--- src/hw/rtl/stp_pkg.sv ---
// Shared types, constants and command codes of the step/direction generator.
package stp_pkg;

  // Position and step count widths.
  localparam int unsigned POS_BITS   = 20;
  localparam int unsigned COUNT_BITS = 24;

  // Fixed field widths.
  localparam int unsigned CMD_W      = 3;
  localparam int unsigned VALUE_W    = 20;
  localparam int unsigned RATIO_W    = 16;
  localparam int unsigned SPM_W      = 16;
  localparam int unsigned WIDTH_W    = 10;
  localparam int unsigned HP_W       = 18;
  localparam int unsigned STEPS_W    = 24;
  localparam int unsigned CFG_IDX_W  = 3;
  localparam int unsigned CFG_DATA_W = 16;

  // Stream payload widths (padded to whole bytes).
  localparam int unsigned S_TDATA_W = 40;
  localparam int unsigned M_TDATA_W = 48;

  // Q.8 position times Q.8 steps/mm gives 16 fractional bits.
  localparam int unsigned PROD_FRAC = 16;
  // The half period is base width times a Q.8 ratio.
  localparam int unsigned HP_SHIFT  = 8;

  // Command codes.
  localparam logic [CMD_W-1:0] CMD_TICK       = 3'd0;
  localparam logic [CMD_W-1:0] CMD_SET_TARGET = 3'd1;
  localparam logic [CMD_W-1:0] CMD_SET_POS    = 3'd2;
  localparam logic [CMD_W-1:0] CMD_MOVE       = 3'd3;
  localparam logic [CMD_W-1:0] CMD_HOME       = 3'd4;
  localparam logic [CMD_W-1:0] CMD_SET_DIR    = 3'd5;

  // Configuration register indexes.
  localparam logic [CFG_IDX_W-1:0] REG_ABSOLUTE_MODE   = 3'd0;
  localparam logic [CFG_IDX_W-1:0] REG_STEPS_PER_MM    = 3'd1;
  localparam logic [CFG_IDX_W-1:0] REG_BASE_WIDTH      = 3'd2;
  localparam logic [CFG_IDX_W-1:0] REG_DIR_SETUP       = 3'd3;
  localparam logic [CFG_IDX_W-1:0] REG_HOME_RELEASE    = 3'd4;
  localparam logic [CFG_IDX_W-1:0] REG_CLEAR_TGT_HOME  = 3'd5;

  // Configuration reset values.
  localparam logic               RST_ABSOLUTE_MODE  = 1'b1;
  localparam logic [SPM_W-1:0]   RST_STEPS_PER_MM   = 16'd10366;
  localparam logic [WIDTH_W-1:0] RST_BASE_WIDTH     = 10'd300;
  localparam logic [WIDTH_W-1:0] RST_DIR_SETUP      = 10'd100;
  localparam logic               RST_HOME_RELEASE   = 1'b1;
  localparam logic               RST_CLEAR_TGT_HOME = 1'b0;

  typedef enum logic [1:0] {
    PH_IDLE,
    PH_SETUP,
    PH_HIGH,
    PH_LOW
  } phase_e;

  typedef struct packed {
    logic [POS_BITS-1:0]   cur_pos;
    logic [POS_BITS-1:0]   tgt_pos;
    logic                  dir;
    logic [COUNT_BITS-1:0] remaining;
    logic [HP_W-1:0]       half_period;
    logic [HP_W-1:0]       timer;
    phase_e                phase;
  } axis_state_t;

  typedef struct packed {
    logic               absolute_mode;
    logic [SPM_W-1:0]   steps_per_mm_q8;
    logic [WIDTH_W-1:0] base_width_us;
    logic [WIDTH_W-1:0] dir_setup_us;
    logic               home_release_dir;
    logic               clear_target_on_home;
  } axis_cfg_t;

endpackage

--- src/hw/rtl/stp_move_calc.sv ---
// Move command: direction, step count and half period of the new move.
module stp_move_calc (
  input  stp_pkg::axis_state_t             state_i,
  input  stp_pkg::axis_cfg_t               cfg_i,
  input  logic                             is_negative_i,
  input  logic                             do_move_i,
  input  logic [stp_pkg::RATIO_W-1:0]      ratio_q8_i,
  output stp_pkg::axis_state_t             state_o
);

  localparam int unsigned MAG_W   = stp_pkg::POS_BITS + 1;
  localparam int unsigned MUL_W   = MAG_W + stp_pkg::SPM_W;
  localparam int unsigned RND_W   = MUL_W + 1;
  localparam int unsigned FULL_W  = RND_W - stp_pkg::PROD_FRAC;
  localparam int unsigned SAT_W   = (FULL_W > stp_pkg::COUNT_BITS) ? FULL_W
                                                                   : stp_pkg::COUNT_BITS;
  localparam int unsigned HPP_W   = stp_pkg::WIDTH_W + stp_pkg::RATIO_W;

  localparam logic [RND_W-1:0] ROUND_HALF = RND_W'(1) << (stp_pkg::PROD_FRAC - 1);
  localparam logic [stp_pkg::COUNT_BITS-1:0] COUNT_MAX = '1;

  logic signed [MAG_W-1:0]            cur_ext;
  logic signed [MAG_W-1:0]            tgt_ext;
  logic signed [MAG_W-1:0]            disp;
  logic [MAG_W-1:0]                   mag;
  logic [MUL_W-1:0]                   prod;
  logic [RND_W-1:0]                   prod_rnd;
  logic [FULL_W-1:0]                  steps_full;
  logic [stp_pkg::COUNT_BITS-1:0]     steps_sat;
  logic [HPP_W-1:0]                   hp_prod;
  logic [stp_pkg::HP_W-1:0]           hp_raw;
  logic [stp_pkg::HP_W-1:0]           hp;

  // Displacement is taken between sign-extended positions, so it never wraps.
  assign cur_ext  = $signed({state_i.cur_pos[stp_pkg::POS_BITS-1], state_i.cur_pos});
  assign tgt_ext  = $signed({state_i.tgt_pos[stp_pkg::POS_BITS-1], state_i.tgt_pos});
  assign disp     = tgt_ext - cur_ext;
  assign mag      = disp[MAG_W-1] ? MAG_W'(-disp) : MAG_W'(disp);

  // Round half up at 16 fractional bits, then saturate to the counter width.
  assign prod       = MUL_W'(mag) * MUL_W'(cfg_i.steps_per_mm_q8);
  assign prod_rnd   = RND_W'(prod) + ROUND_HALF;
  assign steps_full = prod_rnd[RND_W-1:stp_pkg::PROD_FRAC];
  assign steps_sat  = (SAT_W'(steps_full) > SAT_W'(COUNT_MAX)) ? COUNT_MAX
                                                               : stp_pkg::COUNT_BITS'(steps_full);

  assign hp_prod = HPP_W'(cfg_i.base_width_us) * HPP_W'(ratio_q8_i);
  assign hp_raw  = hp_prod[stp_pkg::HP_SHIFT +: stp_pkg::HP_W];
  assign hp      = (hp_raw == '0) ? stp_pkg::HP_W'(1) : hp_raw;

  always_comb begin
    state_o = state_i;
    if (cfg_i.absolute_mode) begin
      state_o.dir = (tgt_ext > cur_ext);
    end else begin
      state_o.dir = ~is_negative_i;
    end
    state_o.cur_pos = state_i.tgt_pos;
    if (do_move_i) begin
      state_o.remaining   = steps_sat;
      state_o.half_period = hp;
      state_o.timer       = stp_pkg::HP_W'(cfg_i.dir_setup_us);
      state_o.phase       = stp_pkg::PH_SETUP;
    end
  end

endmodule

--- src/hw/rtl/stp_tick_fsm.sv ---
// Tick handling: set-up wait, step high and low phases, home switch blocking.
module stp_tick_fsm (
  input  stp_pkg::axis_state_t state_i,
  input  logic                 home_switch_i,
  input  logic                 home_release_dir_i,
  output stp_pkg::axis_state_t state_o
);

  logic                           start_step;
  logic [stp_pkg::COUNT_BITS-1:0] cnt_base;
  logic                           timer_run;

  assign timer_run = (state_i.timer > stp_pkg::HP_W'(1));

  always_comb begin
    state_o    = state_i;
    start_step = 1'b0;
    cnt_base   = state_i.remaining;
    case (state_i.phase)
      stp_pkg::PH_SETUP: begin
        if (timer_run) begin
          state_o.timer = state_i.timer - stp_pkg::HP_W'(1);
        end else begin
          start_step = 1'b1;
        end
      end
      stp_pkg::PH_HIGH: begin
        if (timer_run) begin
          state_o.timer = state_i.timer - stp_pkg::HP_W'(1);
        end else begin
          state_o.phase = stp_pkg::PH_LOW;
          state_o.timer = state_i.half_period;
        end
      end
      stp_pkg::PH_LOW: begin
        if (timer_run) begin
          state_o.timer = state_i.timer - stp_pkg::HP_W'(1);
        end else begin
          start_step = 1'b1;
          if (state_i.remaining != '0) begin
            cnt_base = state_i.remaining - stp_pkg::COUNT_BITS'(1);
          end
        end
      end
      default: begin
        state_o.phase = stp_pkg::PH_IDLE;
      end
    endcase

    // A closed home switch drops the whole rest of the move unless the
    // axis is moving in the release direction.
    if (start_step) begin
      state_o.remaining = cnt_base;
      if (cnt_base == '0) begin
        state_o.phase = stp_pkg::PH_IDLE;
      end else if (home_switch_i && (state_i.dir != home_release_dir_i)) begin
        state_o.remaining = '0;
        state_o.phase     = stp_pkg::PH_IDLE;
      end else begin
        state_o.phase = stp_pkg::PH_HIGH;
        state_o.timer = state_i.half_period;
      end
    end
  end

endmodule

--- src/hw/rtl/stepper_axis_step_dir_generator.sv ---
// Top level of one plotter axis: step/direction pulse generator with stream ports.
//
//  Channel   Dir  Handshake              Payload
//  s_axis    in   s_axis_tvalid/tready   tdata: command operands, tuser: command code
//  m_axis    out  m_axis_tvalid/tready   tdata: pin levels and counters, tuser: status
//  cfg       in   cfg_valid_i/ready_o    cfg_index_i register, cfg_data_i value
//
// One beat is accepted per clock cycle while results are taken; each beat gives
// exactly one result beat (input register, then result register). The step of the
// axis state between those registers, with its two small multipliers for a move,
// sets that rate. Reset loads the configuration defaults, puts the axis idle at
// position zero and empties both registers. While the result is not taken the input
// register still holds one beat; s_axis_tready falls only when both are full.
// Configuration writes are always ready and take effect on the next cycle.
module stepper_axis_step_dir_generator (
  input  logic                                clk_i,
  input  logic                                rst_ni,
  input  logic                                s_axis_tvalid,
  output logic                                s_axis_tready,
  // tdata from bit 0: value[19:0], is_negative, do_move, ratio_q8[15:0], home_switch
  input  logic [stp_pkg::S_TDATA_W-1:0]       s_axis_tdata,
  // tuser: cmd[2:0]
  input  logic [stp_pkg::CMD_W-1:0]           s_axis_tuser,
  output logic                                m_axis_tvalid,
  input  logic                                m_axis_tready,
  // tdata from bit 0: step_out, dir_out, busy_res, position[19:0], steps_left[23:0]
  output logic [stp_pkg::M_TDATA_W-1:0]       m_axis_tdata,
  // tuser: status
  output logic                                m_axis_tuser,
  input  logic                                cfg_valid_i,
  output logic                                cfg_ready_o,
  input  logic [stp_pkg::CFG_IDX_W-1:0]       cfg_index_i,
  input  logic [stp_pkg::CFG_DATA_W-1:0]      cfg_data_i
);

  localparam int unsigned BUSY_BIT = 2;

  // Configuration registers.
  stp_pkg::axis_cfg_t cfg_q;

  // Input register.
  logic                              in_valid_q;
  logic                              in_valid_d;
  logic [stp_pkg::CMD_W-1:0]         in_cmd_q;
  logic [stp_pkg::VALUE_W-1:0]       in_value_q;
  logic                              in_is_negative_q;
  logic                              in_do_move_q;
  logic [stp_pkg::RATIO_W-1:0]       in_ratio_q;
  logic                              in_home_q;

  // Axis state.
  stp_pkg::axis_state_t state_q;
  stp_pkg::axis_state_t state_d;
  stp_pkg::axis_state_t tick_state;
  stp_pkg::axis_state_t move_state;

  // Result register.
  logic                              out_valid_q;
  logic                              out_valid_d;
  logic [stp_pkg::M_TDATA_W-1:0]     out_tdata_q;
  logic [stp_pkg::M_TDATA_W-1:0]     out_tdata_d;
  logic                              out_tuser_q;
  logic                              status_d;

  logic                              s_accept;
  logic                              advance;
  logic                              busy;
  logic [stp_pkg::POS_BITS-1:0]      value_pos;

  // The result register frees up in the same cycle it is taken, so the input
  // register can move forward without a bubble.
  assign advance       = in_valid_q && (!out_valid_q || m_axis_tready);
  assign s_axis_tready = !in_valid_q || advance;
  assign s_accept      = s_axis_tvalid && s_axis_tready;
  assign in_valid_d    = s_accept || (in_valid_q && !advance);
  assign out_valid_d   = advance || (out_valid_q && !m_axis_tready);

  assign cfg_ready_o   = 1'b1;
  assign m_axis_tvalid = out_valid_q;
  assign m_axis_tdata  = out_tdata_q;
  assign m_axis_tuser  = out_tuser_q;

  // Positions arrive as signed Q.8 millimetres.
  assign value_pos = stp_pkg::POS_BITS'($signed(in_value_q));
  assign busy      = (state_q.phase != stp_pkg::PH_IDLE);

  stp_tick_fsm u_tick (
    .state_i            (state_q),
    .home_switch_i      (in_home_q),
    .home_release_dir_i (cfg_q.home_release_dir),
    .state_o            (tick_state)
  );

  stp_move_calc u_move (
    .state_i       (state_q),
    .cfg_i         (cfg_q),
    .is_negative_i (in_is_negative_q),
    .do_move_i     (in_do_move_q),
    .ratio_q8_i    (in_ratio_q),
    .state_o       (move_state)
  );

  // Command decode. Commands up to CMD_SET_DIR other than a tick are refused while a
  // move runs; a refused command leaves the state alone and time does not advance.
  always_comb begin
    state_d  = state_q;
    status_d = 1'b0;
    if (in_cmd_q == stp_pkg::CMD_TICK) begin
      state_d = tick_state;
    end else if ((in_cmd_q <= stp_pkg::CMD_SET_DIR) && busy) begin
      status_d = 1'b1;
    end else begin
      case (in_cmd_q)
        stp_pkg::CMD_SET_TARGET: begin
          if (cfg_q.absolute_mode) begin
            state_d.tgt_pos = value_pos;
          end else begin
            state_d.tgt_pos = state_q.tgt_pos + value_pos;
          end
        end
        stp_pkg::CMD_SET_POS: begin
          state_d.cur_pos = value_pos;
        end
        stp_pkg::CMD_MOVE: begin
          state_d = move_state;
        end
        stp_pkg::CMD_HOME: begin
          state_d.cur_pos = '0;
          if (cfg_q.clear_target_on_home) begin
            state_d.tgt_pos = '0;
          end
        end
        stp_pkg::CMD_SET_DIR: begin
          state_d.dir = in_value_q[0];
        end
        default: begin
        end
      endcase
    end
  end

  // The result shows the state after this beat has been applied.
  assign out_tdata_d = {
    1'b0,
    stp_pkg::STEPS_W'(state_d.remaining),
    stp_pkg::VALUE_W'(state_d.cur_pos),
    (state_d.phase != stp_pkg::PH_IDLE),
    state_d.dir,
    (state_d.phase == stp_pkg::PH_HIGH)
  };

  always_ff @(posedge clk_i or negedge rst_ni) begin
    if (!rst_ni) begin
      cfg_q.absolute_mode        <= stp_pkg::RST_ABSOLUTE_MODE;
      cfg_q.steps_per_mm_q8      <= stp_pkg::RST_STEPS_PER_MM;
      cfg_q.base_width_us        <= stp_pkg::RST_BASE_WIDTH;
      cfg_q.dir_setup_us         <= stp_pkg::RST_DIR_SETUP;
      cfg_q.home_release_dir     <= stp_pkg::RST_HOME_RELEASE;
      cfg_q.clear_target_on_home <= stp_pkg::RST_CLEAR_TGT_HOME;
    end else if (cfg_valid_i) begin
      case (cfg_index_i)
        stp_pkg::REG_ABSOLUTE_MODE:  cfg_q.absolute_mode        <= cfg_data_i[0];
        stp_pkg::REG_STEPS_PER_MM:   cfg_q.steps_per_mm_q8      <= cfg_data_i;
        stp_pkg::REG_BASE_WIDTH:     cfg_q.base_width_us        <=
                                       cfg_data_i[stp_pkg::WIDTH_W-1:0];
        stp_pkg::REG_DIR_SETUP:      cfg_q.dir_setup_us         <=
                                       cfg_data_i[stp_pkg::WIDTH_W-1:0];
        stp_pkg::REG_HOME_RELEASE:   cfg_q.home_release_dir     <= cfg_data_i[0];
        stp_pkg::REG_CLEAR_TGT_HOME: cfg_q.clear_target_on_home <= cfg_data_i[0];
        default: begin
        end
      endcase
    end
  end

  always_ff @(posedge clk_i or negedge rst_ni) begin
    if (!rst_ni) begin
      in_valid_q  <= 1'b0;
      out_valid_q <= 1'b0;
      state_q     <= '{default: '0, phase: stp_pkg::PH_IDLE};
    end else begin
      in_valid_q  <= in_valid_d;
      out_valid_q <= out_valid_d;
      if (advance) begin
        state_q <= state_d;
      end
    end
  end

  always_ff @(posedge clk_i) begin
    if (s_accept) begin
      in_value_q       <= s_axis_tdata[19:0];
      in_is_negative_q <= s_axis_tdata[20];
      in_do_move_q     <= s_axis_tdata[21];
      in_ratio_q       <= s_axis_tdata[37:22];
      in_home_q        <= s_axis_tdata[38];
      in_cmd_q         <= s_axis_tuser;
    end
    if (advance) begin
      out_tdata_q <= out_tdata_d;
      out_tuser_q <= status_d;
    end
  end

  // An idle axis never has steps left over.
  a_idle_no_steps: assert property (@(posedge clk_i) disable iff (!rst_ni)
    (state_q.phase == stp_pkg::PH_IDLE) |-> (state_q.remaining == '0))
    else $error("idle axis with steps remaining");

  // Pulse phases always run with a nonzero timer.
  a_pulse_timer: assert property (@(posedge clk_i) disable iff (!rst_ni)
    ((state_q.phase == stp_pkg::PH_HIGH) || (state_q.phase == stp_pkg::PH_LOW))
      |-> (state_q.timer != '0))
    else $error("pulse phase with zero timer");

  // A refused command leaves the axis state untouched.
  a_refused_stable: assert property (@(posedge clk_i) disable iff (!rst_ni)
    (advance && (in_cmd_q != stp_pkg::CMD_TICK) && (in_cmd_q <= stp_pkg::CMD_SET_DIR)
      && (state_q.phase != stp_pkg::PH_IDLE)) |=> $stable(state_q))
    else $error("refused command changed the axis state");

  // A refusal is only reported while the axis is busy.
  a_refused_busy: assert property (@(posedge clk_i) disable iff (!rst_ni)
    (out_valid_q && out_tuser_q) |-> out_tdata_q[BUSY_BIT])
    else $error("refusal reported on an idle axis");

endmodule

--- config.mk ---
export PLATFORM = sky130hd
export DESIGN_NAME = stepper_axis_step_dir_generator
export DESIGN_NICKNAME = d
export VERILOG_FILES = /design/src/hw/rtl/stp_pkg.sv /design/src/hw/rtl/stp_move_calc.sv /design/src/hw/rtl/stp_tick_fsm.sv /design/src/hw/rtl/stepper_axis_step_dir_generator.sv
export SDC_FILE = /design/constraint.sdc
export NUM_CORES = 2
export LEC_CHECK = 0
export BUFFER_PORTS_ARGS = -buffer_cell sky130_fd_sc_hd__buf_2
export CORE_MARGIN = 4
export CORE_UTILIZATION = 63
export DETAILED_ROUTE_END_ITERATION = 6
export GPL_ROUTABILITY_DRIVEN = 0
export GPL_TIMING_DRIVEN = 1
export PLACE_DENSITY_LB_ADDON = 0.15
export RECOVER_POWER = 100
export SYNTH_ARGS = -nofsm -noshare
export SYNTH_HDL_FRONTEND = slang
export SYNTH_SLANG_ARGS = --single-unit
--- constraint.sdc ---
create_clock -name clk_i -period 16.9 [get_ports clk_i]
set_clock_uncertainty 0.1 [all_clocks]
set_input_delay 3.38 -clock clk_i [delete_from_list [all_inputs] [get_ports clk_i]]
set_output_delay 3.38 -clock clk_i [all_outputs]
set_load 0.05 [all_outputs]
======== Yosys cells after proc, flatten, opt, wreduce, memory -nomap -nowiden ========
Index checks and enable logic that the tools add are counted.
word-level totals
  output and inout port bits .............. 52
  input port bits ......................... 67
  ROM bits ................................ 0
  bits in writable memories ............... 0
  memories ................................ 0
  register bits after elaboration ......... 234
  word-level logic and storage cells ...... 119
  latch bits .............................. 0
operators by class
  add/subtract/negate cells ............... 6
  magnitude comparators ................... 3
  reduce and logical (&&, ||, !) cells .... 34
  shift-type cells ........................ 0
  bitwise gates (word level) .............. 3
  multiply operators ...................... 2
  divide/modulo/power cells ............... 0
  equal/unequal tests ..................... 17
  muxes and demuxes ....................... 31
operator list
  kind                      count
  $mux W103                 2
  $mux W24                  6
  $mux W62                  2
  $mux W18                  5
  $mux W20                  3
  $pmux W20 S3              1
  $pmux W20 S2              1
  $add A37 B16 Y38 const B  1
  $mul A21 B16 Y37          1
  $pmux W18 S2              1
  $mul A10 B16 Y26          1
  $logic_not A24 Y1         1
  $reduce_bool A24 Y1       1
  $sub A24 B1 Y24 const B   1
  $mux W21                  1
  $neg A21 Y21              1
  $sub A20 B20 Y21          1
  $add A20 B20 Y20          1
  $gt A20 B20 Y1            1
  $gt A18 B1 Y1 const B     1
  $logic_not A18 Y1         1
  $sub A18 B1 Y18 const B   1
  $eq A3 B2 Y1 const B      4
  $eq A3 B3 Y1 const B      4
  other kinds (20)          53

======== Logic depth before layout (Yosys ltp) ========
  depth after elaboration ................. 10
  gate-level depth with buffers ........... 39
  mapped depth without buffers ............ 37

======== Cells and area by module ========
A second synthesis with hierarchy kept.
second synthesis, totals
  cell total of the unflattened synthesis .. 3626
  area, all modules ....................... 32240.9 µm²
modules (own cells, without submodules)
  module                           cells each  area an instance (µm²)  times used  sequential area each (µm²)
  stp_move_calc                    2176        18734.2                 1           0.0
  stepper_axis_step_dir_generator  1038        11003.1                 1           6327.3
  stp_tick_fsm                     412         2503.7                  1           0.0

======== Worst setup path after synthesis ========
OpenSTA, ideal clock, no wires.
  path type ............................... flip-flop to flip-flop
  from .................................... register state_q[63] (netlist name)
  to ...................................... register out_tdata_q (netlist bit m_axis_tdata[43]), data pin
  path buffers ............................ 2
  slack ................................... 7421 ps
  period minus slack after synthesis ...... 9479 ps
  required time ........................... 16538 ps
  setup time .............................. 262 ps
  arrival ................................. 9117 ps
  stages on the path, launching flop included .. 37
  cells stage by stage .................... dfrtp_1 > inv_1 > ha_1 > fa_1 > nand2b_1 > a211oi_1 > nor2_1 > o21ai_0 > a31oi_1 > o21bai_1 > a311oi_1 > a311oi_1 > a41oi_1 > xnor2_1 > clkbuf_1 > nand2b_1 > fa_1 > fa_1 > inv_1 > fa_1 > fa_1 > fa_1 > inv_1 > fa_1 > inv_1 > ha_1 > clkbuf_1 > a21o_1 > a21o_1 > a21oi_1 > o21ai_0 > a221o_1 > a21o_1 > a21o_1 > a211oi_1 > mux2i_1 > or2_2
on the way
  word-level cells in the longest chain between the ends .. 9
RTL lines
  item                      RTL line                                text
  start, declared           stepper_axis_step_dir_generator.sv:52   stp_pkg::axis_state_t state_q;
  start signal, assigned    stepper_axis_step_dir_generator.sv:185  state_q <= state_d;
  $sub A20 B20 Y21 (*)      stp_move_calc.sv:37                     assign disp = tgt_ext - cur_ext;
  $neg A21 Y21              stp_move_calc.sv:38                     assign mag = disp[MAG_W-1] ? MAG_W'(-disp) : MAG_W'(disp);
  $mux W21 (*)              stp_move_calc.sv:38
  $mul A21 B16 Y37 (*)      stp_move_calc.sv:41                     assign prod = MUL_W'(mag) * MUL_W'(cfg_i.steps_per_mm_q8);
  $add A37 B16 Y38 (*)      stp_move_calc.sv:42                     assign prod_rnd = RND_W'(prod) + ROUND_HALF;
  $mux W62 (*)              stp_move_calc.sv:59                     if (do_move_i) begin
  $mux W62 (*)              stepper_axis_step_dir_generator.sv:113  case (in_cmd_q)
  $mux W103 (*)             stepper_axis_step_dir_generator.sv:110  end else if ((in_cmd_q <= stp_pkg::CMD_SET_DIR) && busy) begin
  $mux W103 (*)             stepper_axis_step_dir_generator.sv:108  if (in_cmd_q == stp_pkg::CMD_TICK) begin
  net out_tdata_d, one bit  stepper_axis_step_dir_generator.sv:61   logic [stp_pkg::M_TDATA_W-1:0] out_tdata_d;
  end signal, assigned      stepper_axis_step_dir_generator.sv:200  out_tdata_q <= out_tdata_d;
  end, declared             stepper_axis_step_dir_generator.sv:60   logic [stp_pkg::M_TDATA_W-1:0] out_tdata_q;
Mark *: on every way through the listed nets, which the timed path passes. The rest lies on a longest branch. The select of a mux whose other input is x is not followed.
A chain may end at the register's enable or synchronous reset.

======== Worst setup path after layout ========
Same ends and word-level chain as after synthesis.

==> impl_metrics.csv <==
group,metric,value,unit
timing,tightestPinTransition,4.74,ns
floorplanning,fp.dieH,225,um
timing,drv_slew,383,
synthesis,yosys-top-cells-count,"inv_1 (468), nand2_1 (413), fa_1 (375), and2_1 (234), ha_1 (231)",
layout,final_area,31500,um2
critical_path,worstPathRequired,17.10,ns
route,drt_iter0_drc,2515,
clock_network,cts_tree,"done",
hold_path,holdPathEnd,"m_axis_tvalid",
floorplanning,dieArea,50800,um2
synthesis,synth_most_common_cell,"inv_1",
floorplanning,start_util,63.9,%
route,wl_met3,7200,um
critical_path,slowest_delay,1.36,ns
hold_path,worstHoldPathCells,1,
synthesis,synthCells,3293,
hold_path,hold_start,"in_valid_q",
clock_network,clock-sinks,234,
timing,period_share,68.8,%
run_status,violations,"DRC, capacitance limit, slew limit",
clock_network,hold_buffers,0,
critical_path,cp_common_cell,"fa_1",
layout,drive_above_1_share,6.65,%
timing,finalSetupViolations,0,
clock_network,path_clk_slew,0.06,ns
run_status,status,"finished with violations",
clock_network,root_buffer,"clkbuf_16",
critical_path,path_class,"flip-flop to flip-flop",
route,routed_wl,76200,um
route,routedWlPerCell,19.5,um
clock_network,clock_path_buffers,3,
clock_network,post-cts-setup-buffers,0,
critical_path,r2r_setup_slack,5.27,ns
synthesis,synthFlopType,"dfrtp_1",
global_route,grt_overflow,0,
synthesis,synth_fp_nets,3966,
synthesis,synthArstFlopShare,61.5,%
place,hpwl,58000,um
run,max-cap-violations,8,
route,first_pass_iters,7,
clock_network,htree_levels,1,
critical_path,worstSetupStartpointType,"flip-flop",
layout,area_growth_syn_to_layout,5.65,%
floorplanning,io_pins,119,
timing,rsz0062_at_grt,"no",
clock_network,numCtsBuffers,27,
synthesis,synth_area_leaders,"fa_1 (25%), dfrtp_1 (11%), ha_1 (9.7%), edfxtp_1 (9.1%), inv_1 (5.9%)",
global_route,grt_max_degree,79,
critical_path,reg2reg_depth,34,
route,topRoutingLayerUsed,"met4",
route,via_count,24100,
critical_path,end_kind,"flip-flop",
hold_path,worstHoldPathType,"flip-flop to flip-flop",
synthesis,yosysTopAreaCellShare,25.2,%
global_route,antenna_found_initial,0,
route,m1WireLength,31000,um
place,dpl-instance-area,30700,um2
layout,antenna_cells,0,
layout,layout.nets,3963,
clock_network,clkLatencyLatePin,0.58,ns
timing,finalCriticalPeriod,11.63,ns
layout,fin_util,67.5,%
synthesis,ys_seq_area_share,21.2,%
timing,setup-tns-final,0,ns
synthesis,syn_area,29800,um2
synthesis,yosysTopAreaCell,"fa_1",
critical_path,cpMaxStageDelayCell,"xnor2_1",
floorplanning,core_region_area,46700,um2
route,wl_met2,35300,um
synthesis,syn_area_per_cell,9.05,um2
timing,max_freq,86.0,MHz
route,drc_errors,5,
global_route,grt_pass1_vias,25000,
synthesis,yosysWarnings,0,
global_route,grt_pass1_wl,128000,um
critical_path,r2r_end,"m_axis_tdata[43]",
critical_path,crit_arrival,11.83,ns
global_route,grt_usage,30.7,%
floorplanning,row_count,79,
critical_path,path_delay_family,"compound AO/OA/AOI/OAI gates",
route,postRouteAntennaNets,0,
critical_path,r2r-start,"state_q[63]",
timing,hold_viol,0,
critical_path,crit_buf_inv,4,
synthesis,synth_edf_count,90,
clock_network,post_cts_resized,0,
synthesis,synth-seq-cells,234,
route,routed_via_density,6.16,
synthesis,yosysUniqueCellTypes,90,
floorplanning,die_w,225,um
place,io_buffers,115,
timing,slew_headroom,-216,%
critical_path,crit_fanout,16,
per-layer routing:
metal / GRT usage, % / vias to the layer above
met3: 6.08 / 190
li1: - / 10900
met2: 49.6 / 1203
met4: 11.0 / 0
met5: 0 / -
met1: 41.9 / 11900
cell usage in the layout, fill, tap and decap left out, types with 11 or more instances in the layout:
master / instances
a211oi_1: 15
a21o_1: 47
a21oi_1: 136
a221o_1: 11
a221oi_1: 31
a22oi_1: 11
a31oi_1: 28
and2_1: 232
and3_1: 21
buf_2: 58
buf_4: 18
clkbuf_1: 69
clkbuf_16: 30
dfrtp_1: 127
dfstp_2: 17
edfxtp_1: 90
fa_1: 375
ha_1: 231
inv_1: 467
mux2_2: 47
nand2_1: 414
nand2b_1: 31
nand3_1: 57
nand4_1: 27
nor2_1: 133
nor2b_1: 39
nor3_1: 48
o21a_1: 18
o21ai_0: 164
o31ai_1: 15
xnor2_1: 47
xor2_1: 33
worst max-delay path by stage:
| stage | start | to | slack [ns] | cells after the start |
|---|---|---|---|---|
| 2_1_floorplan | state_q[63] | m_axis_tdata[43] | 7.42 | 36 |
| 3_3_place_gp | state_q[63] | m_axis_tdata[43] | 6.07 | 34 |
| 3_5_place_dp | state_q[63] | m_axis_tdata[43] | 5.89 | 34 |
| 4_1_cts | state_q[63] | m_axis_tdata[43] | 5.83 | 34 |
| 5_1_grt | state_q[63] | m_axis_tdata[43] | 4.74 | 34 |
| 6_report | state_q[63] | m_axis_tdata[43] | 5.27 | 34 |
logic make-up after synthesis:
kind of cell,synth area share [%]
and+or+nand+nor,18.3
buffers and inverters,8.18
adders and majority gates,34.9
AOI/OAI and AO/OA,12.8
DFF,21.2
xor gates and xnor gates,2.50
muxes,2.05
other,0.0252
area by class of cell:
class	instances	area (um2)
well taps	607	759
inverters	469	1760
fillers	3734	15200
flip-flops and latches	234	6330
multi-input cells	2418	21100
clock buffers	38	805
repair buffers	140	666
clock inverters	11	88.8
per-stage QoR:
stage	cells	setup WS (ns)	hold slack, ns
detailed placement	3868	5.89	0.384
CTS	3917	5.83	0.401
floorplan	3293	7.42	0.357
global route	3917	4.74	0.416
finish	3917	5.27	0.394
global placement	3868	6.07	0.368
state kept, by name, summed over array words and instances, names as in the netlist, 3 cells and up:
signal        flops
cfg_q            39
state_q         103
in_value_q       20
in_cmd_q          3
m_axis_tdata     47
in_ratio_q       16
Power is not shown: default switching activity piles up to over one toggle a cycle in this logic, so the estimate is an artifact.
